## config.mk

```make
export PLATFORM = sky130hd
export DESIGN_NAME = vital_sign_alarm_qualifier_top
export DESIGN_NICKNAME = d
export VERILOG_FILES = /design/src/hdl/vsaq_pkg.sv /design/src/hdl/vsaq_ctrl.sv /design/src/hdl/vsaq_dp.sv /design/src/hdl/vital_sign_alarm_qualifier_top.sv
export VERILOG_INCLUDE_DIRS = /design/src /design/src/hdl
export SDC_FILE = /design/constraint.sdc
export NUM_CORES = 1
export LEC_CHECK = 0
export ABC_AREA = 0
export BUFFER_PORTS_ARGS = -buffer_cell sky130_fd_sc_hd__buf_2
export CORE_AREA = 2 2 247 249
export DETAILED_ROUTE_END_ITERATION = 7
export DIE_AREA = 0 0 249 251
export HOLD_SLACK_MARGIN = 0.05
export PLACE_DENSITY = 0.66
export SKIP_LAST_GASP = 1
export SLEW_MARGIN = 15
export SYNTH_ARGS = -nofsm -noshare
export SYNTH_HDL_FRONTEND = slang
export SYNTH_SLANG_ARGS = --single-unit
```

## constraint.sdc

```tcl
create_clock -name i_clk -period 12.45 [get_ports i_clk]
set_clock_uncertainty 0.05 [all_clocks]
set_input_delay 2.49 -clock i_clk [delete_from_list [all_inputs] [get_ports i_clk]]
set_output_delay 2.49 -clock i_clk [all_outputs]
set_load 0.05 [all_outputs]
```

## src/hdl/vital_sign_alarm_qualifier_top_defines.svh

```systemverilog
// Assertion macros for the vital-sign alarm qualifier.
// Define NO_ASSERTIONS to compile the checks away.
`ifndef VITAL_SIGN_ALARM_QUALIFIER_TOP_DEFINES_SVH
`define VITAL_SIGN_ALARM_QUALIFIER_TOP_DEFINES_SVH

`ifndef NO_ASSERTIONS

// The consequent must hold in the same cycle as the antecedent.
`define VSAQ_ASSERT_SAME(label, clk, rst_n, ante, cons, msg) \
    label: assert property (@(posedge clk) disable iff (!rst_n) (ante) |-> (cons)) \
        else $error(msg);

// The consequent must hold in the cycle after the antecedent.
`define VSAQ_ASSERT_NEXT(label, clk, rst_n, ante, cons, msg) \
    label: assert property (@(posedge clk) disable iff (!rst_n) (ante) |=> (cons)) \
        else $error(msg);

`else

`define VSAQ_ASSERT_SAME(label, clk, rst_n, ante, cons, msg)
`define VSAQ_ASSERT_NEXT(label, clk, rst_n, ante, cons, msg)

`endif

`endif

```

## src/hdl/vsaq_pkg.sv

```systemverilog
package vsaq_pkg;

    // Detector register layout.
    localparam int CFG_COUNT = 8;
    localparam int CFG_W     = 43;
    localparam int CFG_IDX_W = 3;
    localparam int TYPE_LSB  = 0;
    localparam int TYPE_MSB  = 2;
    localparam int THR_LSB   = 3;
    localparam int THR_MSB   = 18;
    localparam int HYS_LSB   = 19;
    localparam int HYS_MSB   = 34;
    localparam int DEB_LSB   = 35;
    localparam int DEB_MSB   = 42;

    // Result field widths.
    localparam int TYPE_W  = 3;
    localparam int COUNT_W = 4;
    localparam int TOTAL_W = 32;
    localparam int DEB_W   = 8;
    localparam int THR_W   = 16;

    // Alarm type codes.
    localparam logic [TYPE_W-1:0] TYPE_NONE     = 3'd0;
    localparam logic [TYPE_W-1:0] TYPE_APNEA    = 3'd1;
    localparam logic [TYPE_W-1:0] TYPE_FAST_HR  = 3'd3;
    localparam logic [TYPE_W-1:0] TYPE_SLOW_HR  = 3'd4;
    localparam logic [TYPE_W-1:0] TYPE_RESTLESS = 3'd6;
    localparam logic [TYPE_W-1:0] TYPE_LOW_SPO2 = 3'd7;

    // Detector settings after reset.
    localparam logic [CFG_W-1:0] DET_RESET [CFG_COUNT] = '{
        43'd103095993601, 43'd103121170947, 43'd103121163268, 43'd103096003847,
        43'd0, 43'd0, 43'd0, 43'd0
    };

    // Commands from the controller to the datapath.
    typedef struct packed {
        logic load;
        logic step;
        logic next;
    } t_cmd;

    // Status from the datapath to the controller.
    typedef struct packed {
        logic scan_more;
        logic last_item;
    } t_status;

endpackage

```

## src/hdl/vsaq_ctrl.sv

```systemverilog
module vsaq_ctrl (
    input  logic              i_clk,
    input  logic              i_rst_n,
    input  logic              i_in_valid,
    output logic              o_in_stall,
    output logic              o_out_valid,
    input  logic              i_out_stall,
    input  vsaq_pkg::t_status i_status,
    output vsaq_pkg::t_cmd    o_cmd
);

    typedef enum logic [1:0] {
        ST_IDLE,
        ST_SCAN,
        ST_EMIT
    } t_state;

    t_state r_state;
    logic   r_in_stall;
    logic   r_out_valid;
    logic   w_in_acc;
    logic   w_out_acc;

    // Handshake completions.
    assign w_in_acc  = i_in_valid && !r_in_stall;
    assign w_out_acc = r_out_valid && !i_out_stall;

    // Commands to the datapath.
    always_comb begin
        o_cmd.load = (r_state == ST_IDLE) && w_in_acc;
        o_cmd.step = (r_state == ST_SCAN) && i_status.scan_more;
        o_cmd.next = (r_state == ST_EMIT) && w_out_acc && !i_status.last_item;
    end

    assign o_in_stall  = r_in_stall;
    assign o_out_valid = r_out_valid;

    // State and registered handshake outputs.
    always_ff @(posedge i_clk) begin
        if (!i_rst_n) begin
            r_state     <= ST_IDLE;
            r_in_stall  <= 1'b0;
            r_out_valid <= 1'b0;
        end else begin
            case (r_state)
                ST_IDLE: begin
                    if (w_in_acc) begin
                        r_state    <= ST_SCAN;
                        r_in_stall <= 1'b1;
                    end
                end
                ST_SCAN: begin
                    if (!i_status.scan_more) begin
                        r_state     <= ST_EMIT;
                        r_out_valid <= 1'b1;
                    end
                end
                ST_EMIT: begin
                    if (w_out_acc && i_status.last_item) begin
                        r_state     <= ST_IDLE;
                        r_out_valid <= 1'b0;
                        r_in_stall  <= 1'b0;
                    end
                end
                default: begin
                    r_state     <= ST_IDLE;
                    r_out_valid <= 1'b0;
                    r_in_stall  <= 1'b0;
                end
            endcase
        end
    end

endmodule

```

## src/hdl/vsaq_dp.sv

```systemverilog
module vsaq_dp #(
    parameter int NUM_DETECTORS = 8,
    parameter int VALUE_BITS    = 16
) (
    input  logic                                i_clk,
    input  logic                                i_rst_n,
    input  vsaq_pkg::t_cmd                      i_cmd,
    output vsaq_pkg::t_status                   o_status,
    input  logic                                i_cfg_we,
    input  logic [vsaq_pkg::CFG_IDX_W-1:0]      i_cfg_index,
    input  logic [vsaq_pkg::CFG_W-1:0]          i_cfg_data,
    input  logic                                i_func,
    input  logic [VALUE_BITS-1:0]               i_pulse_rate,
    input  logic [VALUE_BITS-1:0]               i_breath_rate,
    input  logic [VALUE_BITS-1:0]               i_oxygen_saturation,
    input  logic [VALUE_BITS-1:0]               i_motion_level,
    input  logic [vsaq_pkg::COUNT_W-1:0]        i_result_cap,
    output logic [vsaq_pkg::TYPE_W-1:0]         o_alarm_type,
    output logic                                o_last,
    output logic [vsaq_pkg::COUNT_W-1:0]        o_raised_count,
    output logic [vsaq_pkg::COUNT_W-1:0]        o_latched_count,
    output logic [vsaq_pkg::TOTAL_W-1:0]        o_alarm_tally
);

    localparam int SW   = (NUM_DETECTORS > 1) ? $clog2(NUM_DETECTORS) : 1;
    localparam int CNTW = $clog2(NUM_DETECTORS + 1);
    localparam int CW   = ((VALUE_BITS > vsaq_pkg::THR_W) ? VALUE_BITS : vsaq_pkg::THR_W) + 2;
    localparam int CIW  = vsaq_pkg::CFG_IDX_W + 1;

    // Detector settings and per-slot state.
    logic [vsaq_pkg::CFG_W-1:0]   r_det   [NUM_DETECTORS];
    logic                         r_lat   [NUM_DETECTORS];
    logic [vsaq_pkg::DEB_W-1:0]   r_cnt   [NUM_DETECTORS];
    logic [vsaq_pkg::TOTAL_W-1:0] r_total;
    logic [vsaq_pkg::COUNT_W-1:0] r_active;

    // Scan and emit bookkeeping.
    logic [CNTW-1:0]              r_slot;
    logic [vsaq_pkg::COUNT_W-1:0] r_raised;
    logic [SW-1:0]                r_emit;

    // Captured item and raised-type buffer.
    logic                         r_func;
    logic [VALUE_BITS-1:0]        r_hr;
    logic [VALUE_BITS-1:0]        r_rr;
    logic [VALUE_BITS-1:0]        r_sp;
    logic [VALUE_BITS-1:0]        r_mv;
    logic [vsaq_pkg::COUNT_W-1:0] r_cap;
    logic [vsaq_pkg::TYPE_W-1:0]  r_buf [NUM_DETECTORS];

    // Slot evaluation signals.
    logic [SW-1:0]                w_idx;
    logic [vsaq_pkg::CFG_W-1:0]   w_det;
    logic [vsaq_pkg::TYPE_W-1:0]  w_type;
    logic [vsaq_pkg::DEB_W-1:0]   w_deb;
    logic signed [CW-1:0]         w_thr;
    logic signed [CW-1:0]         w_hys;
    logic signed [CW-1:0]         w_up;
    logic signed [CW-1:0]         w_dn;
    logic signed [CW-1:0]         w_hr;
    logic signed [CW-1:0]         w_rr;
    logic signed [CW-1:0]         w_sp;
    logic signed [CW-1:0]         w_mv;
    logic                         w_hit;
    logic                         w_back;
    logic [vsaq_pkg::DEB_W-1:0]   n_cnt;
    logic                         w_cfg_ok;

    // Field decode of the slot under scan.
    assign w_idx  = r_slot[SW-1:0];
    assign w_det  = r_det[w_idx];
    assign w_type = w_det[vsaq_pkg::TYPE_MSB:vsaq_pkg::TYPE_LSB];
    assign w_deb  = w_det[vsaq_pkg::DEB_MSB:vsaq_pkg::DEB_LSB];
    assign w_thr  = CW'(w_det[vsaq_pkg::THR_MSB:vsaq_pkg::THR_LSB]);
    assign w_hys  = CW'(w_det[vsaq_pkg::HYS_MSB:vsaq_pkg::HYS_LSB]);
    assign w_up   = w_thr + w_hys;
    assign w_dn   = w_thr - w_hys;
    assign w_hr   = CW'(r_hr);
    assign w_rr   = CW'(r_rr);
    assign w_sp   = CW'(r_sp);
    assign w_mv   = CW'(r_mv);
    assign n_cnt  = r_cnt[w_idx] + 8'd1;

    // Type-specific trigger and recovery compares.
    always_comb begin
        case (w_type)
            vsaq_pkg::TYPE_APNEA: begin
                w_hit  = (w_rr > 0) && (w_rr < w_thr);
                w_back = (w_rr >= w_up);
            end
            vsaq_pkg::TYPE_FAST_HR: begin
                w_hit  = (w_hr > w_thr);
                w_back = (w_hr <= w_dn);
            end
            vsaq_pkg::TYPE_SLOW_HR: begin
                w_hit  = (w_hr > 0) && (w_hr < w_thr);
                w_back = (w_hr >= w_up);
            end
            vsaq_pkg::TYPE_RESTLESS: begin
                w_hit  = (w_mv > w_thr);
                w_back = 1'b1;
            end
            vsaq_pkg::TYPE_LOW_SPO2: begin
                w_hit  = (w_sp > 0) && (w_sp < w_thr);
                w_back = (w_sp >= w_up);
            end
            default: begin
                w_hit  = 1'b0;
                w_back = 1'b1;
            end
        endcase
    end

    // The scan goes on while slots remain and the cap is not reached, and never for a clear command.
    assign o_status.scan_more = !r_func && (r_slot < CNTW'(NUM_DETECTORS)) && (r_raised < r_cap);
    assign o_status.last_item = (r_raised == '0) ||
                                ((vsaq_pkg::COUNT_W'(r_emit) + 4'd1) == r_raised);

    // Result fields; the type and last flag follow the result on offer, the counts hold.
    assign o_alarm_type    = (r_raised == '0) ? vsaq_pkg::TYPE_NONE : r_buf[r_emit];
    assign o_last          = o_status.last_item;
    assign o_raised_count  = r_raised;
    assign o_latched_count = r_active;
    assign o_alarm_tally   = r_total;

    assign w_cfg_ok = (CIW'(i_cfg_index) < CIW'(NUM_DETECTORS));

    // Settings, detector state and sequencing counters.
    always_ff @(posedge i_clk) begin
        if (!i_rst_n) begin
            for (int k = 0; k < NUM_DETECTORS; k++) begin
                r_det[k] <= vsaq_pkg::DET_RESET[k];
                r_lat[k] <= 1'b0;
                r_cnt[k] <= '0;
            end
            r_total  <= '0;
            r_active <= '0;
            r_slot   <= '0;
            r_raised <= '0;
            r_emit   <= '0;
        end else begin
            if (i_cfg_we && w_cfg_ok) begin
                r_det[i_cfg_index[SW-1:0]] <= i_cfg_data;
            end
            if (i_cmd.load) begin
                r_slot   <= '0;
                r_raised <= '0;
                r_emit   <= '0;
                if (i_func) begin
                    for (int k = 0; k < NUM_DETECTORS; k++) begin
                        r_lat[k] <= 1'b0;
                        r_cnt[k] <= '0;
                    end
                    r_active <= '0;
                end
            end else if (i_cmd.step) begin
                r_slot <= r_slot + CNTW'(1);
                if (w_hit && !r_lat[w_idx]) begin
                    if (n_cnt >= w_deb) begin
                        r_lat[w_idx] <= 1'b1;
                        r_cnt[w_idx] <= '0;
                        r_total      <= r_total + 32'd1;
                        r_raised     <= r_raised + 4'd1;
                        r_active     <= r_active + 4'd1;
                    end else begin
                        r_cnt[w_idx] <= n_cnt;
                    end
                end else if (!w_hit && r_lat[w_idx]) begin
                    if (w_back) begin
                        r_lat[w_idx] <= 1'b0;
                        r_cnt[w_idx] <= '0;
                        r_active     <= r_active - 4'd1;
                    end
                end else if (!w_hit) begin
                    r_cnt[w_idx] <= '0;
                end
            end else if (i_cmd.next) begin
                r_emit <= r_emit + SW'(1);
            end
        end
    end

    // Item capture and the list of raised types.
    always_ff @(posedge i_clk) begin
        if (i_cmd.load) begin
            r_func <= i_func;
            r_hr   <= i_pulse_rate;
            r_rr   <= i_breath_rate;
            r_sp   <= i_oxygen_saturation;
            r_mv   <= i_motion_level;
            r_cap  <= i_result_cap;
        end
        if (i_cmd.step && w_hit && !r_lat[w_idx] && (n_cnt >= w_deb)) begin
            r_buf[r_raised[SW-1:0]] <= w_type;
        end
    end

endmodule

```

## src/hdl/vital_sign_alarm_qualifier_top.sv

```systemverilog
// Vital-sign alarm qualifier.
// Input channel (i_in_valid / o_in_stall) takes one item: a command bit, four
// vital signs and a cap on raised alarms. Output channel (o_out_valid /
// i_out_stall) gives one or more result items per input; the last carries
// o_last. Detector slots are set through a plain write port (i_cfg_we,
// i_cfg_index, i_cfg_data); the user must write them only while the block is
// idle, and the block itself does not enforce this. An input item is taken,
// then the shared slot evaluator scans one detector slot per cycle, covering
// NUM_DETECTORS slots (fewer when the cap is reached, none for a clear). The
// first result is registered when the scan ends; the results are then offered
// in turn, and the input reopens in the cycle after the last result is taken.
// A clear command clears latches and debounce counts and returns one result.
// Reset restores the default detector settings, clears all latches, counts and
// the running total, and leaves both channels empty.
// While the receiver stalls, the current result holds and no new item is taken.

`include "vital_sign_alarm_qualifier_top_defines.svh"

module vital_sign_alarm_qualifier_top #(
    parameter int NUM_DETECTORS = 8,
    parameter int VALUE_BITS    = 16
) (
    input  logic                                i_clk,
    input  logic                                i_rst_n,
    input  logic                                i_in_valid,
    output logic                                o_in_stall,
    input  logic                                i_func,
    input  logic [VALUE_BITS-1:0]               i_pulse_rate,
    input  logic [VALUE_BITS-1:0]               i_breath_rate,
    input  logic [VALUE_BITS-1:0]               i_oxygen_saturation,
    input  logic [VALUE_BITS-1:0]               i_motion_level,
    input  logic [vsaq_pkg::COUNT_W-1:0]        i_result_cap,
    output logic                                o_out_valid,
    input  logic                                i_out_stall,
    output logic [vsaq_pkg::TYPE_W-1:0]         o_alarm_type,
    output logic                                o_last,
    output logic [vsaq_pkg::COUNT_W-1:0]        o_raised_count,
    output logic [vsaq_pkg::COUNT_W-1:0]        o_latched_count,
    output logic [vsaq_pkg::TOTAL_W-1:0]        o_alarm_tally,
    input  logic                                i_cfg_we,
    input  logic [vsaq_pkg::CFG_IDX_W-1:0]      i_cfg_index,
    input  logic [vsaq_pkg::CFG_W-1:0]          i_cfg_data
);

    vsaq_pkg::t_cmd    w_cmd;
    vsaq_pkg::t_status w_status;
    logic              w_in_take;
    logic              w_out_done;
    logic              w_out_more;
    logic              w_empty_out;
    logic              w_empty_form;

    // Sequencer for load, scan and emit.
    vsaq_ctrl u_ctrl (
        .i_clk       (i_clk),
        .i_rst_n     (i_rst_n),
        .i_in_valid  (i_in_valid),
        .o_in_stall  (o_in_stall),
        .o_out_valid (o_out_valid),
        .i_out_stall (i_out_stall),
        .i_status    (w_status),
        .o_cmd       (w_cmd)
    );

    // Detector settings, slot evaluator and result registers.
    vsaq_dp #(
        .NUM_DETECTORS (NUM_DETECTORS),
        .VALUE_BITS    (VALUE_BITS)
    ) u_dp (
        .i_clk               (i_clk),
        .i_rst_n             (i_rst_n),
        .i_cmd               (w_cmd),
        .o_status            (w_status),
        .i_cfg_we            (i_cfg_we),
        .i_cfg_index         (i_cfg_index),
        .i_cfg_data          (i_cfg_data),
        .i_func              (i_func),
        .i_pulse_rate        (i_pulse_rate),
        .i_breath_rate       (i_breath_rate),
        .i_oxygen_saturation (i_oxygen_saturation),
        .i_motion_level      (i_motion_level),
        .i_result_cap        (i_result_cap),
        .o_alarm_type        (o_alarm_type),
        .o_last              (o_last),
        .o_raised_count      (o_raised_count),
        .o_latched_count     (o_latched_count),
        .o_alarm_tally       (o_alarm_tally)
    );

    // Handshake terms used by the checks below.
    assign w_in_take    = i_in_valid && !o_in_stall;
    assign w_out_done   = o_out_valid && !i_out_stall && o_last;
    assign w_out_more   = o_out_valid && !i_out_stall && !o_last;
    assign w_empty_out  = o_out_valid && (o_raised_count == '0);
    assign w_empty_form = o_last && (o_alarm_type == vsaq_pkg::TYPE_NONE);

    // A new item is never taken while results of the previous one are pending.
    `VSAQ_ASSERT_SAME(a_no_overlap, i_clk, i_rst_n, w_in_take, !o_out_valid, "overlapping items")
    // Taking the last result ends the output burst.
    `VSAQ_ASSERT_NEXT(a_last_ends, i_clk, i_rst_n, w_out_done, !o_out_valid, "burst overran")
    // Taking a result that is not the last leaves another one on offer.
    `VSAQ_ASSERT_NEXT(a_burst_goes_on, i_clk, i_rst_n, w_out_more, o_out_valid, "burst broken")
    // An item that raises nothing gives a single empty result.
    `VSAQ_ASSERT_SAME(a_empty_result, i_clk, i_rst_n, w_empty_out, w_empty_form, "bad empty result")

endmodule
```

-- After elaboration in Yosys (flattened, before gate mapping)
Memories as Yosys holds them, arrays and structs flattened. A register that Yosys moved wholly into a read port is not among the register bits.
Index checks and enable logic that the tools add are counted.
- register bits: 120
- bits in latches: 0
- RAM bits: 440
- memory bits (read-only): 0
- input port bits: 120
- output and inout port bits: 46
- word-level logic and storage cells: 213
- memories: 4
- $add $sub $neg: 10
- multiply operators: 0
- divide/modulo/power cells: 0
- $lt $le $gt $ge: 15
- equal/unequal tests: 13
- shift-type cells: 0
- mux-type cells: 92
- bitwise gates (word level): 25
- reductions and logical operators: 40
- memories (name ; depth ; bits a word ; rd ports ; clocked after Yosys merged registers in ; write ports ; RTL line ; source):
    u_dp.r_det ; 8 ; 43 ; 1 ; 1 ; 8 ; vsaq_dp.sv:31 ; logic [vsaq_pkg::CFG_W-1:0] r_det [NUM_DETECTORS];
    u_dp.r_cnt ; 8 ; 8 ; 1 ; 1 ; 8 ; vsaq_dp.sv:33 ; logic [vsaq_pkg::DEB_W-1:0] r_cnt [NUM_DETECTORS];
    u_dp.r_buf ; 8 ; 3 ; 1 ; 1 ; 1 ; vsaq_dp.sv:49 ; logic [vsaq_pkg::TYPE_W-1:0] r_buf [NUM_DETECTORS];
    u_dp.r_lat ; 8 ; 1 ; 1 ; 1 ; 8 ; vsaq_dp.sv:32 ; logic r_lat [NUM_DETECTORS];
- operator list (operator ; count):
    8-bit 2-to-1 mux ; 12
    17-bit by 18-bit >= comparator with 1-bit output ; 3
    1-bit 2-to-1 mux ; 52
    16-bit by 1-bit > comparator with 1-bit output (second input constant) ; 3
    16-bit < comparator ; 3
    43-bit 2-to-1 mux ; 1
    43-bit OR reduction ; 1
    3-bit 2-to-1 mux ; 12
    32-bit by 1-bit adder with 32-bit output (second input constant) ; 1
    16-bit > comparator ; 2
    4-bit 2-to-1 mux ; 7
    1-bit bitwise OR ; 20
    17-bit by 18-bit less-or-equal comparator with 1-bit output ; 1
    16-bit by 16-bit adder with 17-bit output ; 1
    1-bit logical AND ; 17
    16-bit by 16-bit subtractor with 17-bit output ; 1
    4-bit by 1-bit adder with 4-bit output (second input constant) ; 3
    3-bit AND reduction ; 4
    3-bit equality test (second input constant) ; 3
    8-bit by 1-bit adder with 8-bit output (second input constant) ; 1
    8-bit >= comparator ; 1
    8-bit OR reduction ; 1
    1-bit logical NOT ; 6
    2-bit 2-to-1 mux ; 3
    other kinds (28) ; 36

-- Longest topological paths before layout
- word-level depth: 15
- depth in mapped cells: 32
- depth with buffers taken out: 26

-- Cells and area by module
Synthesis repeated with hierarchy kept, for this count alone.
- cells, all modules: 2214
- area, all modules: 29135.4 µm²
- modules (own cells, without submodules) (module ; times used ; cells each ; area each (µm²) ; sequential area each (µm²)):
    vsaq_dp ; 1 ; 2192 ; 28919.0 ; 16295.6
    vsaq_ctrl ; 1 ; 22 ; 216.5 ; 80.1

-- Worst setup path before layout
Ideal clock, no wire load.
- kind: input to register
- start point: input i_in_valid
- end point: memory u_dp.r_cnt[1][0] in the netlist's numbering (enable)
- setup time: 364 ps
- arrival time: 9703 ps
- required time: 12036 ps
- path slack: 2333 ps
- stages: 4
- path buffers: 0
- path through: nand2b_1 > nor3_1 > a21boi_0 > nand2b_1
- RTL lines (what ; RTL line ; source):
    start, declared ; vital_sign_alarm_qualifier_top.sv:25 ; input logic i_in_valid,
    end, declared ; vsaq_dp.sv:33 ;

==> run_results.csv <==
group,metric,value,unit
die,die_h,251,um
timing,fmax,124,MHz
critical_path,cp-end-kind,"register",
placement,place.detailed.hpwl,49.3,mm
critical_path,path_class,"register to register",
power_and_ir_drop,irDropWorstVdd,112,uV
power_and_ir_drop,leakagePower,0.0125,uW
critical_path,arrival,8.36,ns
power_and_ir_drop,seqPwrFrac,0.474,
placement,numPortBuffers,165,
synthesis,synth_edf_count,504,
synthesis,yosysUniqueCellTypes,92,
die,initial_core_util,0.496,
routing,initialDrtViolationCount,1782,
power_and_ir_drop,switchingPower,1260,uW
final_layout,postLayoutCoreUtil,0.558,
die,io_pins,166,
global_routing,grt_pass1_wl,117,mm
timing,fin_crit_sh,0.650,
global_routing,antenna_found_initial,15,
critical_path,crit_end,"u_dp.r_cnt[3][0]",
timing,slew_violations,0,
final_layout,final_layout_size_suffix_gt1_frac,0.184,
critical_path,crit_fanout,40,
final_layout,fill_cells,4811,
routing,viasPerCell,5.91,
die,coreArea,59800,um2
clock_tree,cts-root-buf,"clkbuf_16",
clock_tree,clock_sinks,566,
final_layout,finalNetCount,2692,
power_and_ir_drop,p_int,3480,uW
timing,tightest_slew,1.10,ns
synthesis,synth_warnings,0,
flow_run,maxCapViolations,0,
timing,setup-violations-final,0,
synthesis,synth_area,29700,um2
critical_path,critPathLaunchType,"register",
critical_path,max_stage_delay,0.75,ns
final_layout,area_delta_synth_final,12.5,%
status,outcome,"finished clean",
critical_path,critical_path_depth,27,
timing,slew_headroom,0.244,
critical_path,reg2reg_setup_slack,4.35,ns
synthesis,syn_avg_cell_area,13.2,um2
routing,firstDrtPassIters,5,
synthesis,async_flop_share,0,
critical_path,worstPathRequired,12.71,ns
routing,wl_per_cell,23.7,um
routing,vias,19200,
hold_path,hold_class,"register to register",
critical_path,crit_family,"compound AO/OA/AOI/OAI gates",
clock_tree,insertion_delay,0.65,ns
clock_tree,hold_buffers,0,
synthesis,synth_seq_area_share,0.552,
clock_tree,cts_resized,0,
placement,dp.cells,3127,
die,die_area,62500,um2
timing,hold_viol_final,0,
clock_tree,cts_tree,"built",
hold_path,whs_path_depth,2,
power_and_ir_drop,combPwrFrac,0.158,
routing,drc,0,
clock_tree,numCtsBuffers,60,
synthesis,synth_seq_cells,566,
timing,fin_crit,8.10,ns
die,rows,90,
critical_path,cp_slowest_cell,"buf_4",
synthesis,yosys_most_used_dff,"edfxtp_1",
timing,fin_setup_tns,0,ns
global_routing,grt_pass1_vias,19100,
critical_path,r2r-end,"u_dp.r_cnt[3][0]",
critical_path,path_common_cell,"o21ai_0",
routing,drt-total-wl,76.8,mm
final_layout,final_cells,3243,
critical_path,r2r_cells,27,
synthesis,syn-instance-count,2245,
clock_tree,postCtsSetupBuffers,0,
die,die_x,249,um
power_and_ir_drop,swShare,0.266,
clock_tree,cts.htree.levels,2,
global_routing,overflow,0,
placement,place_congestion,0.908,
global_routing,grt_start_max_net_pins,76,
critical_path,cp_num_buf_inv,3,
routing,ant_nets,0,
global_routing,track_usage,0.246,
power_and_ir_drop,p_per_area,142,nW/um2
clock_tree,ctsLongestPathBuffers,3,
power_and_ir_drop,power,4740,uW
timing,rsz0062_at_grt,"no",
synthesis,syn_nets,2530,
clock_tree,path_clk_slew,0.06,ns
power_and_ir_drop,clkPwrFrac,0.369,
[cell families after synthesis]
kind of cell | synth area share
AO/OA/AOI/OAI | 0.0656
XOR/XNOR | 0.0185
adder cells (fa/ha/maj) | 0.0714
buffers and inverters | 0.0228
flip-flops | 0.552
multiplexers | 0.111
AND/OR/NAND/NOR | 0.159
[power by group through the flow]
| stage | clock (uW) | sequential [uW] | combinational [uW] |
|---|---|---|---|
| finish | 1750 | 2240 | 746 |
| global route | 1850 | 2250 | 826 |
| floorplan | 0 | 2270 | 516 |
| global placement | 0 | 2280 | 725 |
| CTS | 1770 | 2250 | 745 |
| detailed placement | 0 | 2280 | 741 |
[per-stage QoR]
step	cell area (um2)	hold slack [ns]	worst slack (ns)
floorplan	29700	0.392	2.33
global placement	31500	0.411	4.47
detailed placement	31500	0.422	4.31
CTS	33400	0.434	4.28
global route	33400	0.472	3.80
finish	33400	0.434	4.35
[worst reg2reg max path, delay by kind of cell, from the launching register on]
kind | cells | cell delay [ns]
adder cells (fa/ha/maj) | 2 | 0.73
XOR/XNOR | 1 | 0.15
flip-flops | 1 | 0.67
multiplexers | 2 | 0.75
AND/OR/NAND/NOR | 5 | 1.00
AO/OA/AOI/OAI | 14 | 3.32
buffers and inverters | 3 | 1.08
[registers in the layout (all words and copies together), names as in the netlist, 16 cells and up, named ones only]
register            cells
u_dp.r_rr              16
u_dp.r_mv              16
u_dp.r_hr              16
u_dp.r_det            344
u_dp.r_cnt             64
u_dp.o_alarm_tally     32
u_dp.r_buf             24
u_dp.r_sp              16
[how the worst min path moves through the flow]
stage	startpoint	end	slack [ns]
floorplan	u_dp.r_slot[3]	u_dp.r_slot[3]	0.39
global placement	u_dp.o_alarm_tally[31]	u_dp.o_alarm_tally[31]	0.41
detailed placement	u_dp.o_alarm_tally[29]	u_dp.o_alarm_tally[29]	0.42
CTS	u_dp.o_alarm_tally[29]	u_dp.o_alarm_tally[29]	0.43
global route	u_dp.o_alarm_tally[31]	u_dp.o_alarm_tally[31]	0.47
finish	u_dp.o_alarm_tally[29]	u_dp.o_alarm_tally[29]	0.43
[metal layers]
layer / vias up / global-route usage / routed length [um]
met1: 9657 / 0.344 / 33500
met2: 623 / 0.397 / 36300
met4: 12 / 0.0812 / 2100
met5: - / 0 / 70
met3: 128 / 0.0363 / 4790
li1: 8732 / - / -
[placed cells by master, fill, tap and decap left out, types with 32 or more instances in the layout]
| master | count |
|---|---|
| a21o_1 | 39 |
| a21oi_1 | 67 |
| and2_1 | 393 |
| buf_2 | 165 |
| buf_4 | 32 |
| clkbuf_16 | 60 |
| dfxtp_1 | 59 |
| edfxtp_1 | 504 |
| ha_1 | 162 |
| inv_1 | 75 |
| mux2i_1 | 65 |
| mux4_2 | 111 |
| nand2_1 | 85 |
| nand2b_1 | 57 |
| nand3_1 | 35 |
| nor2_1 | 71 |
| o21ai_0 | 40 |
| xnor2_1 | 42 |
[Yosys cell counts (4+ instances only)]
| cell type | count | share of area |
|---|---|---|
| nor3_1 | 28 | 0.0047 |
| and3_1 | 12 | 0.0025 |
| a21o_1 | 39 | 0.0099 |
| a21boi_0 | 5 | 0.0013 |
| xor2_1 | 18 | 0.0053 |
| edfxtp_1 | 504 | 0.51 |
| o211ai_1 | 15 | 0.0038 |
| a21oi_1 | 67 | 0.011 |
| a31oi_1 | 6 | 0.0013 |
| clkbuf_1 | 68 | 0.0086 |
| nand3_1 | 35 | 0.0059 |
| o21ai_0 | 44 | 0.0074 |
| buf_2 | 10 | 0.0017 |
| a211oi_2 | 7 | 0.0030 |
| mux4_2 | 111 | 0.084 |
| mux2_2 | 12 | 0.0046 |
| or3_1 | 26 | 0.0055 |
| and2_1 | 393 | 0.083 |
| ha_1 | 162 | 0.068 |
| nor4_1 | 17 | 0.0036 |
| xnor2_1 | 42 | 0.012 |
| nand2b_1 | 61 | 0.013 |
| nand3b_1 | 4 | 0.0010 |
| nand2_1 | 85 | 0.011 |
| inv_1 | 75 | 0.0095 |
| nor2_1 | 75 | 0.0095 |
| a22oi_1 | 5 | 0.0013 |
| and3b_1 | 4 | 0.0012 |
| nor3b_1 | 5 | 0.0013 |
| mux2i_1 | 65 | 0.022 |
| o31ai_1 | 6 | 0.0015 |
| buf_1 | 15 | 0.0019 |
| nand4_1 | 30 | 0.0063 |
| o32ai_1 | 6 | 0.0018 |
| a211oi_1 | 4 | 0.0010 |
| nor2b_1 | 20 | 0.0042 |
| and4_1 | 5 | 0.0015 |
| dfxtp_1 | 62 | 0.042 |
| o21a_1 | 13 | 0.0033 |
[cell type report]
cell class              count  area, um2  area share
flip-flops and latches    566      16400       0.491
inverters                  76        285     0.00855
repair buffers            197       1070      0.0319
clock buffers              72       1560      0.0466
well taps                 782        978      0.0293
diodes                      7       17.5    0.000525
multi-input cells        1506      12700       0.382
clock inverters            37        352      0.0105
Power figures use the tool's default switching activity.
